==> config.mk <==
export PLATFORM = sky130hd
export DESIGN_NAME = sha256_message_digest_unit
export DESIGN_NICKNAME = d
export VERILOG_FILES = /design/src/design/shamd_pkg.sv /design/src/design/shamd_dpath.sv /design/src/design/shamd_ctrl.sv /design/src/design/sha256_message_digest_unit.sv
export SDC_FILE = /design/constraint.sdc
export NUM_CORES = 2
export LEC_CHECK = 0
export BUFFER_PORTS_ARGS = -buffer_cell sky130_fd_sc_hd__buf_4
export CORE_ASPECT_RATIO = 1.75
export CORE_MARGIN = 2
export CORE_UTILIZATION = 50
export CTS_CLUSTER_DIAMETER = 100
export DETAILED_ROUTE_END_ITERATION = 8
export PLACE_DENSITY_LB_ADDON = 0.08
export RECOVER_POWER = 100
export SYNTH_ARGS = -nofsm -noshare
export SYNTH_HDL_FRONTEND = slang
export SYNTH_SLANG_ARGS = --single-unit
==> constraint.sdc <==
create_clock -name clk_i -period 23 [get_ports clk_i]
set_input_delay 0 -clock clk_i [delete_from_list [all_inputs] [get_ports clk_i]]
set_output_delay 0 -clock clk_i [all_outputs]
set_load 0.01 [all_outputs]
==> src/design/shamd_pkg.sv <==
`default_nettype none
package shamd_pkg;

  localparam int unsigned BlockBytes = 64;
  localparam int unsigned Rounds     = 64;
  localparam logic [5:0]  LenFill    = 6'd56;

  typedef enum logic [1:0] {
    SRC_DATA,
    SRC_PAD,
    SRC_ZERO,
    SRC_LEN
  } byte_src_e;

  // Controller to datapath
  typedef struct packed {
    logic       shift_en;
    logic       count_en;
    byte_src_e  src;
    logic       vars_load;
    logic       round_en;
    logic       hash_add;
    logic       hash_init;
    logic [1:0] word_idx;
  } cmd_t;

  // Datapath to controller
  typedef struct packed {
    logic fill_full;
    logic fill_len;
    logic round_last;
  } sts_t;

  localparam logic [31:0] InitHash [8] = '{
    32'h6a09e667, 32'hbb67ae85, 32'h3c6ef372, 32'ha54ff53a,
    32'h510e527f, 32'h9b05688c, 32'h1f83d9ab, 32'h5be0cd19
  };

  localparam logic [31:0] RoundK [64] = '{
    32'h428a2f98, 32'h71374491, 32'hb5c0fbcf, 32'he9b5dba5,
    32'h3956c25b, 32'h59f111f1, 32'h923f82a4, 32'hab1c5ed5,
    32'hd807aa98, 32'h12835b01, 32'h243185be, 32'h550c7dc3,
    32'h72be5d74, 32'h80deb1fe, 32'h9bdc06a7, 32'hc19bf174,
    32'he49b69c1, 32'hefbe4786, 32'h0fc19dc6, 32'h240ca1cc,
    32'h2de92c6f, 32'h4a7484aa, 32'h5cb0a9dc, 32'h76f988da,
    32'h983e5152, 32'ha831c66d, 32'hb00327c8, 32'hbf597fc7,
    32'hc6e00bf3, 32'hd5a79147, 32'h06ca6351, 32'h14292967,
    32'h27b70a85, 32'h2e1b2138, 32'h4d2c6dfc, 32'h53380d13,
    32'h650a7354, 32'h766a0abb, 32'h81c2c92e, 32'h92722c85,
    32'ha2bfe8a1, 32'ha81a664b, 32'hc24b8b70, 32'hc76c51a3,
    32'hd192e819, 32'hd6990624, 32'hf40e3585, 32'h106aa070,
    32'h19a4c116, 32'h1e376c08, 32'h2748774c, 32'h34b0bcb5,
    32'h391c0cb3, 32'h4ed8aa4a, 32'h5b9cca4f, 32'h682e6ff3,
    32'h748f82ee, 32'h78a5636f, 32'h84c87814, 32'h8cc70208,
    32'h90befffa, 32'ha4506ceb, 32'hbef9a3f7, 32'hc67178f2
  };

  function automatic logic [31:0] bsig0(input logic [31:0] x);
    return {x[1:0], x[31:2]} ^ {x[12:0], x[31:13]} ^ {x[21:0], x[31:22]};
  endfunction

  function automatic logic [31:0] bsig1(input logic [31:0] x);
    return {x[5:0], x[31:6]} ^ {x[10:0], x[31:11]} ^ {x[24:0], x[31:25]};
  endfunction

  function automatic logic [31:0] ssig0(input logic [31:0] x);
    return {x[6:0], x[31:7]} ^ {x[17:0], x[31:18]} ^ {3'b000, x[31:3]};
  endfunction

  function automatic logic [31:0] ssig1(input logic [31:0] x);
    return {x[16:0], x[31:17]} ^ {x[18:0], x[31:19]} ^ {10'b0, x[31:10]};
  endfunction

endpackage
`default_nettype wire

==> src/design/shamd_dpath.sv <==
`default_nettype none
module shamd_dpath (
  input  wire logic              clk_i,
  input  wire logic              rst_ni,
  input  wire logic [7:0]        data_byte_i,
  input  wire shamd_pkg::cmd_t   cmd_i,
  output shamd_pkg::sts_t        sts_o,
  output logic [63:0]            digest_word_o
);

  // Message window: 64 bytes while filling, 16 rolling words while compressing
  logic [511:0] msg_q, msg_d;
  logic [5:0]   fill_q;
  logic [60:0]  count_q;
  logic [5:0]   rnd_q;
  logic [31:0]  hash_q [8];
  logic [31:0]  vars_q [8];

  logic [63:0]  len_bits;
  logic [63:0]  len_shift;
  logic [7:0]   byte_in;
  logic [31:0]  w0, w1, w9, w14, w_new;
  logic [31:0]  t1, t2;
  logic [2:0]   hi_sel;

  function automatic logic [31:0] ssig0_w(input logic [31:0] x);
    return shamd_pkg::ssig0(x);
  endfunction

  function automatic logic [31:0] ssig1_w(input logic [31:0] x);
    return shamd_pkg::ssig1(x);
  endfunction

  assign w0  = msg_q[511:480];
  assign w1  = msg_q[479:448];
  assign w9  = msg_q[223:192];
  assign w14 = msg_q[63:32];
  assign w_new = ssig1_w(w14) + w9 + ssig0_w(w1) + w0;

  assign len_bits  = {count_q, 3'b000};
  assign len_shift = len_bits >> {~fill_q[2:0], 3'b000};

  always_comb begin
    case (cmd_i.src)
      shamd_pkg::SRC_DATA: byte_in = data_byte_i;
      shamd_pkg::SRC_PAD:  byte_in = 8'h80;
      shamd_pkg::SRC_ZERO: byte_in = 8'h00;
      shamd_pkg::SRC_LEN:  byte_in = len_shift[7:0];
      default:             byte_in = 8'h00;
    endcase
  end

  always_comb begin
    msg_d = msg_q;
    if (cmd_i.round_en) begin
      msg_d = {msg_q[479:0], w_new};
    end else if (cmd_i.shift_en) begin
      msg_d = {msg_q[503:0], byte_in};
    end
  end

  assign t1 = vars_q[7] + shamd_pkg::bsig1(vars_q[4])
            + ((vars_q[4] & vars_q[5]) ^ (~vars_q[4] & vars_q[6]))
            + shamd_pkg::RoundK[rnd_q] + w0;
  assign t2 = shamd_pkg::bsig0(vars_q[0])
            + ((vars_q[0] & vars_q[1]) ^ (vars_q[0] & vars_q[2])
               ^ (vars_q[1] & vars_q[2]));

  always_ff @(posedge clk_i) begin
    msg_q <= msg_d;
    if (cmd_i.round_en) begin
      vars_q[7] <= vars_q[6];
      vars_q[6] <= vars_q[5];
      vars_q[5] <= vars_q[4];
      vars_q[4] <= vars_q[3] + t1;
      vars_q[3] <= vars_q[2];
      vars_q[2] <= vars_q[1];
      vars_q[1] <= vars_q[0];
      vars_q[0] <= t1 + t2;
    end else if (cmd_i.vars_load) begin
      vars_q <= hash_q;
    end
  end

  always_ff @(posedge clk_i or negedge rst_ni) begin
    if (!rst_ni) begin
      fill_q  <= '0;
      count_q <= '0;
      rnd_q   <= '0;
      hash_q  <= shamd_pkg::InitHash;
    end else begin
      if (cmd_i.shift_en) begin
        fill_q <= fill_q + 6'd1;
      end
      if (cmd_i.round_en) begin
        rnd_q <= rnd_q + 6'd1;
      end
      if (cmd_i.hash_init) begin
        hash_q  <= shamd_pkg::InitHash;
        count_q <= '0;
      end else begin
        if (cmd_i.count_en) begin
          count_q <= count_q + 61'd1;
        end
        if (cmd_i.hash_add) begin
          for (int i = 0; i < 8; i++) begin
            hash_q[i] <= hash_q[i] + vars_q[i];
          end
        end
      end
    end
  end

  assign sts_o.fill_full  = (fill_q == 6'(shamd_pkg::BlockBytes - 1));
  assign sts_o.fill_len   = (fill_q == shamd_pkg::LenFill);
  assign sts_o.round_last = (rnd_q == 6'(shamd_pkg::Rounds - 1));

  assign hi_sel = {cmd_i.word_idx, 1'b0};
  assign digest_word_o = {hash_q[hi_sel], hash_q[hi_sel | 3'd1]};

endmodule
`default_nettype wire

==> src/design/shamd_ctrl.sv <==
`default_nettype none
module shamd_ctrl (
  input  wire logic            clk_i,
  input  wire logic            rst_ni,
  input  wire logic            in_valid_i,
  output logic                 in_stall_o,
  input  wire logic            byte_valid_i,
  input  wire logic            last_i,
  output logic                 out_valid_o,
  input  wire logic            out_stall_i,
  output logic [1:0]           word_index_o,
  output logic                 last_word_o,
  output shamd_pkg::cmd_t      cmd_o,
  input  wire shamd_pkg::sts_t sts_i
);

  typedef enum logic [2:0] {
    ST_IDLE,
    ST_PAD80,
    ST_PADZ,
    ST_LEN,
    ST_COMP,
    ST_FIN,
    ST_OUT
  } state_e;

  state_e     state_q, state_d;
  state_e     ret_q, ret_d;
  logic [1:0] idx_q, idx_d;

  always_comb begin
    state_d = state_q;
    ret_d   = ret_q;
    idx_d   = idx_q;
    cmd_o           = '0;
    cmd_o.src       = shamd_pkg::SRC_DATA;
    cmd_o.vars_load = (state_q != ST_COMP);
    cmd_o.word_idx  = idx_q;
    in_stall_o  = 1'b1;
    out_valid_o = 1'b0;
    case (state_q)
      ST_IDLE: begin
        in_stall_o = 1'b0;
        if (in_valid_i) begin
          cmd_o.shift_en = byte_valid_i;
          cmd_o.count_en = byte_valid_i;
          if (byte_valid_i && sts_i.fill_full) begin
            state_d = ST_COMP;
            ret_d   = last_i ? ST_PAD80 : ST_IDLE;
          end else if (last_i) begin
            state_d = ST_PAD80;
          end
        end
      end
      ST_PAD80: begin
        cmd_o.shift_en = 1'b1;
        cmd_o.src      = shamd_pkg::SRC_PAD;
        if (sts_i.fill_full) begin
          state_d = ST_COMP;
          ret_d   = ST_PADZ;
        end else begin
          state_d = ST_PADZ;
        end
      end
      ST_PADZ: begin
        if (sts_i.fill_len) begin
          state_d = ST_LEN;
        end else begin
          cmd_o.shift_en = 1'b1;
          cmd_o.src      = shamd_pkg::SRC_ZERO;
          if (sts_i.fill_full) begin
            state_d = ST_COMP;
            ret_d   = ST_PADZ;
          end
        end
      end
      ST_LEN: begin
        cmd_o.shift_en = 1'b1;
        cmd_o.src      = shamd_pkg::SRC_LEN;
        if (sts_i.fill_full) begin
          state_d = ST_COMP;
          ret_d   = ST_OUT;
        end
      end
      ST_COMP: begin
        cmd_o.round_en = 1'b1;
        if (sts_i.round_last) begin
          state_d = ST_FIN;
        end
      end
      ST_FIN: begin
        cmd_o.hash_add = 1'b1;
        state_d = ret_q;
      end
      ST_OUT: begin
        out_valid_o = 1'b1;
        if (!out_stall_i) begin
          if (idx_q == 2'd3) begin
            cmd_o.hash_init = 1'b1;
            idx_d   = 2'd0;
            state_d = ST_IDLE;
          end else begin
            idx_d = idx_q + 2'd1;
          end
        end
      end
      default: begin
        state_d = ST_IDLE;
      end
    endcase
  end

  always_ff @(posedge clk_i or negedge rst_ni) begin
    if (!rst_ni) begin
      state_q <= ST_IDLE;
      ret_q   <= ST_IDLE;
      idx_q   <= 2'd0;
    end else begin
      state_q <= state_d;
      ret_q   <= ret_d;
      idx_q   <= idx_d;
    end
  end

  assign word_index_o = idx_q;
  assign last_word_o  = (idx_q == 2'd3);

endmodule
`default_nettype wire

==> src/design/sha256_message_digest_unit.sv <==
`default_nettype none
// SHA-256 digest of a byte message.
//
// Input channel (in_valid_i / in_stall_o): one request per message byte.
// data_byte_i counts only when byte_valid_i is high; last_i ends the message
// and may come with no byte, so an empty message can be hashed.
// Output channel (out_valid_o / out_stall_i): four 64-bit digest words,
// word_index_o 0..3, first digest byte in the top bits, last_word_o on word 3.
//
// Throughput: a byte is taken every cycle while the block store fills.
// The 64th byte of a block holds the input stalled while the single round
// unit runs the 64 rounds and the result is folded into the hash words.
// After last_i, the 0x80 pad byte, zero bytes up to byte 56 and the 64-bit
// length in bits are shifted in, spilling into a second block when needed;
// each padded block runs the same rounds and fold, then the four words
// follow, one per cycle when the receiver does not stall. Stalling the output
// holds the current word; no new request is taken until word 3 is delivered,
// after which the hash words return to their initial values for the next message.
// Reset clears the control state and loads the initial hash values.
module sha256_message_digest_unit (
  input  wire logic        clk_i,
  input  wire logic        rst_ni,
  input  wire logic        in_valid_i,
  output logic             in_stall_o,
  input  wire logic [7:0]  data_byte_i,
  input  wire logic        byte_valid_i,
  input  wire logic        last_i,
  output logic             out_valid_o,
  input  wire logic        out_stall_i,
  output logic [63:0]      digest_word_o,
  output logic [1:0]       word_index_o,
  output logic             last_word_o
);

  shamd_pkg::cmd_t cmd;
  shamd_pkg::sts_t sts;

  // Sequence the fill, pad, compress and drain phases
  shamd_ctrl u_ctrl (
    .clk_i        (clk_i),
    .rst_ni       (rst_ni),
    .in_valid_i   (in_valid_i),
    .in_stall_o   (in_stall_o),
    .byte_valid_i (byte_valid_i),
    .last_i       (last_i),
    .out_valid_o  (out_valid_o),
    .out_stall_i  (out_stall_i),
    .word_index_o (word_index_o),
    .last_word_o  (last_word_o),
    .cmd_o        (cmd),
    .sts_i        (sts)
  );

  // Hold the block window, counters, round unit and hash words
  shamd_dpath u_dpath (
    .clk_i         (clk_i),
    .rst_ni        (rst_ni),
    .data_byte_i   (data_byte_i),
    .cmd_i         (cmd),
    .sts_o         (sts),
    .digest_word_o (digest_word_o)
  );

`ifndef SYNTHESIS
  // Never take a request while a digest word is pending
  assert property (@(posedge clk_i) disable iff (!rst_ni)
    !in_stall_o |-> !out_valid_o)
    else $error("request taken while digest pending");

  // Delivered non-final word advances to the next word
  assert property (@(posedge clk_i) disable iff (!rst_ni)
    (out_valid_o && !out_stall_i && !last_word_o) |=>
      (out_valid_o && word_index_o == 2'($past(word_index_o) + 2'd1)))
    else $error("digest word sequence broken");

  // After the final word the block is ready for a new message
  assert property (@(posedge clk_i) disable iff (!rst_ni)
    (out_valid_o && !out_stall_i && last_word_o) |=> !in_stall_o)
    else $error("not idle after digest");

  // Rounds never run while bytes are shifted in
  assert property (@(posedge clk_i) disable iff (!rst_ni)
    !(cmd.round_en && cmd.shift_en))
    else $error("round and byte shift collide");
`endif

endmodule
`default_nettype wire
==> results.cfg <==
[detailed_routing]
vias = 58600
wl_per_cell_um = 26.7
ant_nets = 0
drc = 0
routed_wl_mm = 264
dr.pass1.iters = 6
vias_per_cell = 5.92
drt_iter0_markers = 4508

[setup_path]
crit_family = buffers and inverters
crit_type = reg2reg
crit_path_cell_trace = nor2_1 > and2_0 > clkbuf_1 > clkbuf_1 > buf_12 > clkbuf_1 > nand2_1 > nand2_1
cp-start-kind = register
end_kind = register
cpMaxStageDelayCell = and2_0
rrSetupSlack_ns = 8.83
worstPathRequired_ns = 23.61
slowest_delay_ns = 3.74
crit_top_cell = clkbuf_1
path_buf_inv = 4
arrival_ns = 14.77
cp_max_fo = 191

[yosys]
synth_fp_nets = 8704
synth-main-ff-cell = edfxtp_1
yosys.cell_types.count = 92
syn-cell-area_mm2 = 0.0723
async_flop_share = 0.305
seq_area_frac_synth = 0.403
ys_warn_count = 0
postSynthAreaPerCell_um2 = 8.93
syn_inst = 8098
synth_seq_cells = 1105
synth_edf_count = 512

[timing]
finalSetupViolations = 0
worstMarginPinSlew_ns = 7.76
max_slew_margin = -4.17
rsz0062_at_grt = false
slew_violations = 2112
worst_clock_skew_ns = 0.0612
clock.fmax_mhz = 70.6
hold_violations = 0
post-route-period-util = 0.616
min_period_ns = 14.17
hold_slack_ns = 0.234
setup_tns_ns = 0
setup_slack_ns = 8.83

[cells_and_area]
layout-drive-gt1-share = 0.0624
seqCellArea_mm2 = 0.0291
synthToLayoutAreaGrowth_pct = 7.48
multi_input_area_mm2 = 0.0404
final_nets = 8540
instances_no_fill = 9893
n_fill_cell = 13400

[cts]
clk_latency_ns = 0.78
clockBufferDepth = 3
root_buffer = clkbuf_16
cts_buffers = 110
cts_resized = 0
cts_tree = yes
clock-sinks = 1105
cts_hold_buffers = 18
htree_levels = 3
path_clk_slew_ns = 0.07
post_cts_buffers = 0

[placed_design]
globalplace.congestion = 0.982
dp_cells = 9664
preCtsSetupSlack_ns = 11.85
port_buffers = 82
hpwl_mm = 201

[global_routing]
antenna_found_initial = 3
grt_usage = 0.353
grt_first_pass_wirelength_mm = 383
grt_max_degree = 192
grt_overflow = 0
grt_pass1_vias = 58700

[die]
fp.dieH_um = 507
io_pins = 83
dieWidth_um = 291
fp-row-count = 184
core_mm2 = 0.144
initial_utilization = 0.503
dieArea_mm2 = 0.148

[outcome]
failed_checks = capacitance limit, slew limit
status = complete, but fails checks

[worst_hold_path]
hold_class = in2reg

[job]
maxCapViolCount = 32
## stage by stage
| stage | utilization | area (um^2) |
|---|---|---|
| 3_5_place_dp | 0.517 | 74200 |
| 6_report | 0.541 | 77700 |
| 3_3_place_gp | 0.517 | 74200 |
| 2_1_floorplan | - | 72300 |
| 5_1_grt | 0.541 | 77700 |
| 4_1_cts | 0.544 | 78200 |
## final timing paths
kind	from	end	depth (start not counted)
setup / recovery	u_ctrl.state_q[0]$_DFFE_PN0P_	u_dpath.msg_q[470]$_DFFE_PP_	8
hold / removal	out_stall_i	u_ctrl.word_index_o[0]$_DFFE_PN0P_	4
setup reg to reg	u_ctrl.state_q[0]$_DFFE_PN0P_	u_dpath.msg_q[470]$_DFFE_PP_	8
hold reg to reg	u_dpath.vars_q[72]$_DFF_P_	u_dpath.vars_q[40]$_DFF_P_	2
max in group asynchronous	rst_ni	u_dpath.rnd_q[3]$_DFFE_PN0P_	3
min in group asynchronous	rst_ni	u_dpath.hash_q[179]$_DFFE_PN1P_	2
## layout by cell type (no fill, tap or decap), types with 46 or more instances in the layout
| cell | netlist | layout |
|---|---|---|
| xnor2_1 | 390 | 390 |
| dfxtp_1 | 256 | 256 |
| nor2_1 | 346 | 346 |
| fa_1 | 195 | 195 |
| o21bai_1 | 49 | 49 |
| nor3_1 | 96 | 96 |
| mux2i_1 | 46 | 46 |
| xor2_1 | 257 | 257 |
| nand2b_1 | 64 | 64 |
| clkbuf_1 | 416 | 116 |
| dfstp_2 | 136 | 136 |
| clkbuf_16 | 0 | 111 |
| ha_1 | 397 | 397 |
| buf_4 | 2 | 60 |
| nand3_1 | 163 | 162 |
| dfrtp_1 | 201 | 198 |
| o21ai_0 | 501 | 504 |
| mux4_2 | 88 | 88 |
| nand2_1 | 2379 | 2379 |
| a211oi_1 | 56 | 56 |
| a21o_1 | 201 | 201 |
| inv_1 | 296 | 296 |
| edfxtp_1 | 512 | 512 |
| a21oi_1 | 438 | 438 |
| o21a_1 | 54 | 54 |
## cell usage after synthesis (9+ instances only)
cell | number | area, um^2
nand2_1 | 2379 | 8930
edfxtp_1 | 512 | 15400
o21ai_0 | 501 | 2510
a21oi_1 | 438 | 2190
clkbuf_1 | 416 | 1560
ha_1 | 397 | 4970
xnor2_1 | 390 | 3420
nor2_1 | 346 | 1300
inv_1 | 296 | 1110
xor2_1 | 257 | 2250
dfxtp_1 | 256 | 5120
a21o_1 | 201 | 1510
dfrtp_1 | 201 | 5030
fa_1 | 195 | 3900
nand3_1 | 163 | 816
dfstp_2 | 136 | 3570
nor3_1 | 96 | 480
mux4_2 | 88 | 1980
nand2b_1 | 64 | 400
a211oi_1 | 56 | 420
o21a_1 | 54 | 405
o21bai_1 | 49 | 368
mux2i_1 | 46 | 460
and3_1 | 45 | 282
nor2b_1 | 44 | 275
a31oi_1 | 38 | 238
o211ai_1 | 34 | 255
buf_1 | 32 | 120
o31ai_1 | 28 | 210
nand4_1 | 25 | 156
maj3_1 | 24 | 240
or3_1 | 24 | 150
and2_1 | 18 | 113
a21boi_0 | 15 | 113
nor4_1 | 14 | 87.6
and4_1 | 12 | 105
a2111oi_0 | 9 | 78.8
a211o_1 | 9 | 78.8
a221oi_1 | 9 | 78.8
a311oi_1 | 9 | 78.8
mux2_2 | 9 | 101
o22ai_1 | 9 | 56.3
or2_2 | 9 | 56.3
## per-layer routing
metal  track usage  vias to the layer above  share of wire
met5             0                        -              0
met4         0.344                        0           0.12
met1         0.368                    28600           0.35
li1              -                    27300              -
met3        0.0405                      834          0.044
met2         0.613                     1928           0.49
## logic make-up (layout without fill, tap and decap cells)
logic type | after synthesis | in the layout | share of synthesized area
buffers and inverters | 749 | 682 | 0.0390
xor gates and xnor gates | 647 | 647 | 0.0784
other | 0 | 2 | 0
adders and majority gates | 616 | 616 | 0.126
AOI/OAI and AO/OA | 1574 | 1574 | 0.134
muxes | 143 | 143 | 0.0352
DFF | 1105 | 1105 | 0.403
and+or+nand+nor | 3264 | 3264 | 0.185
## worst min-delay path, stage by stage
cell           delay [ns]
dlygate4sd3_1        0.55
buf_4                0.11
nor2_1               0.05
mux2_2               0.22
## registers in the layout, summed over array words and instances, names as in the netlist
register	cells
u_ctrl.ret_q	3
u_ctrl.state_q	3
u_ctrl.word_index_o	2
u_dpath.count_q	61
u_dpath.fill_q	6
u_dpath.hash_q	256
u_dpath.msg_q	512
u_dpath.rnd_q	6
u_dpath.vars_q	256
## layout make-up
| cell class | instances | share of cell area |
|---|---|---|
| Inverter | 298 | 0.0144 |
| Clock inverter | 69 | 0.00995 |
| Tap cell | 1860 | 0.0300 |
| Timing Repair Buffer | 175 | 0.0136 |
| Antenna cell | 2 | 0.0000644 |
| Sequential cell | 1105 | 0.375 |
| Multi-Input combinational cell | 6244 | 0.519 |
| Clock buffer | 140 | 0.0381 |
Power is left out: the tool's default activity adds up to more than one toggle a clock period on the data nets, which glitch-free logic cannot reach.
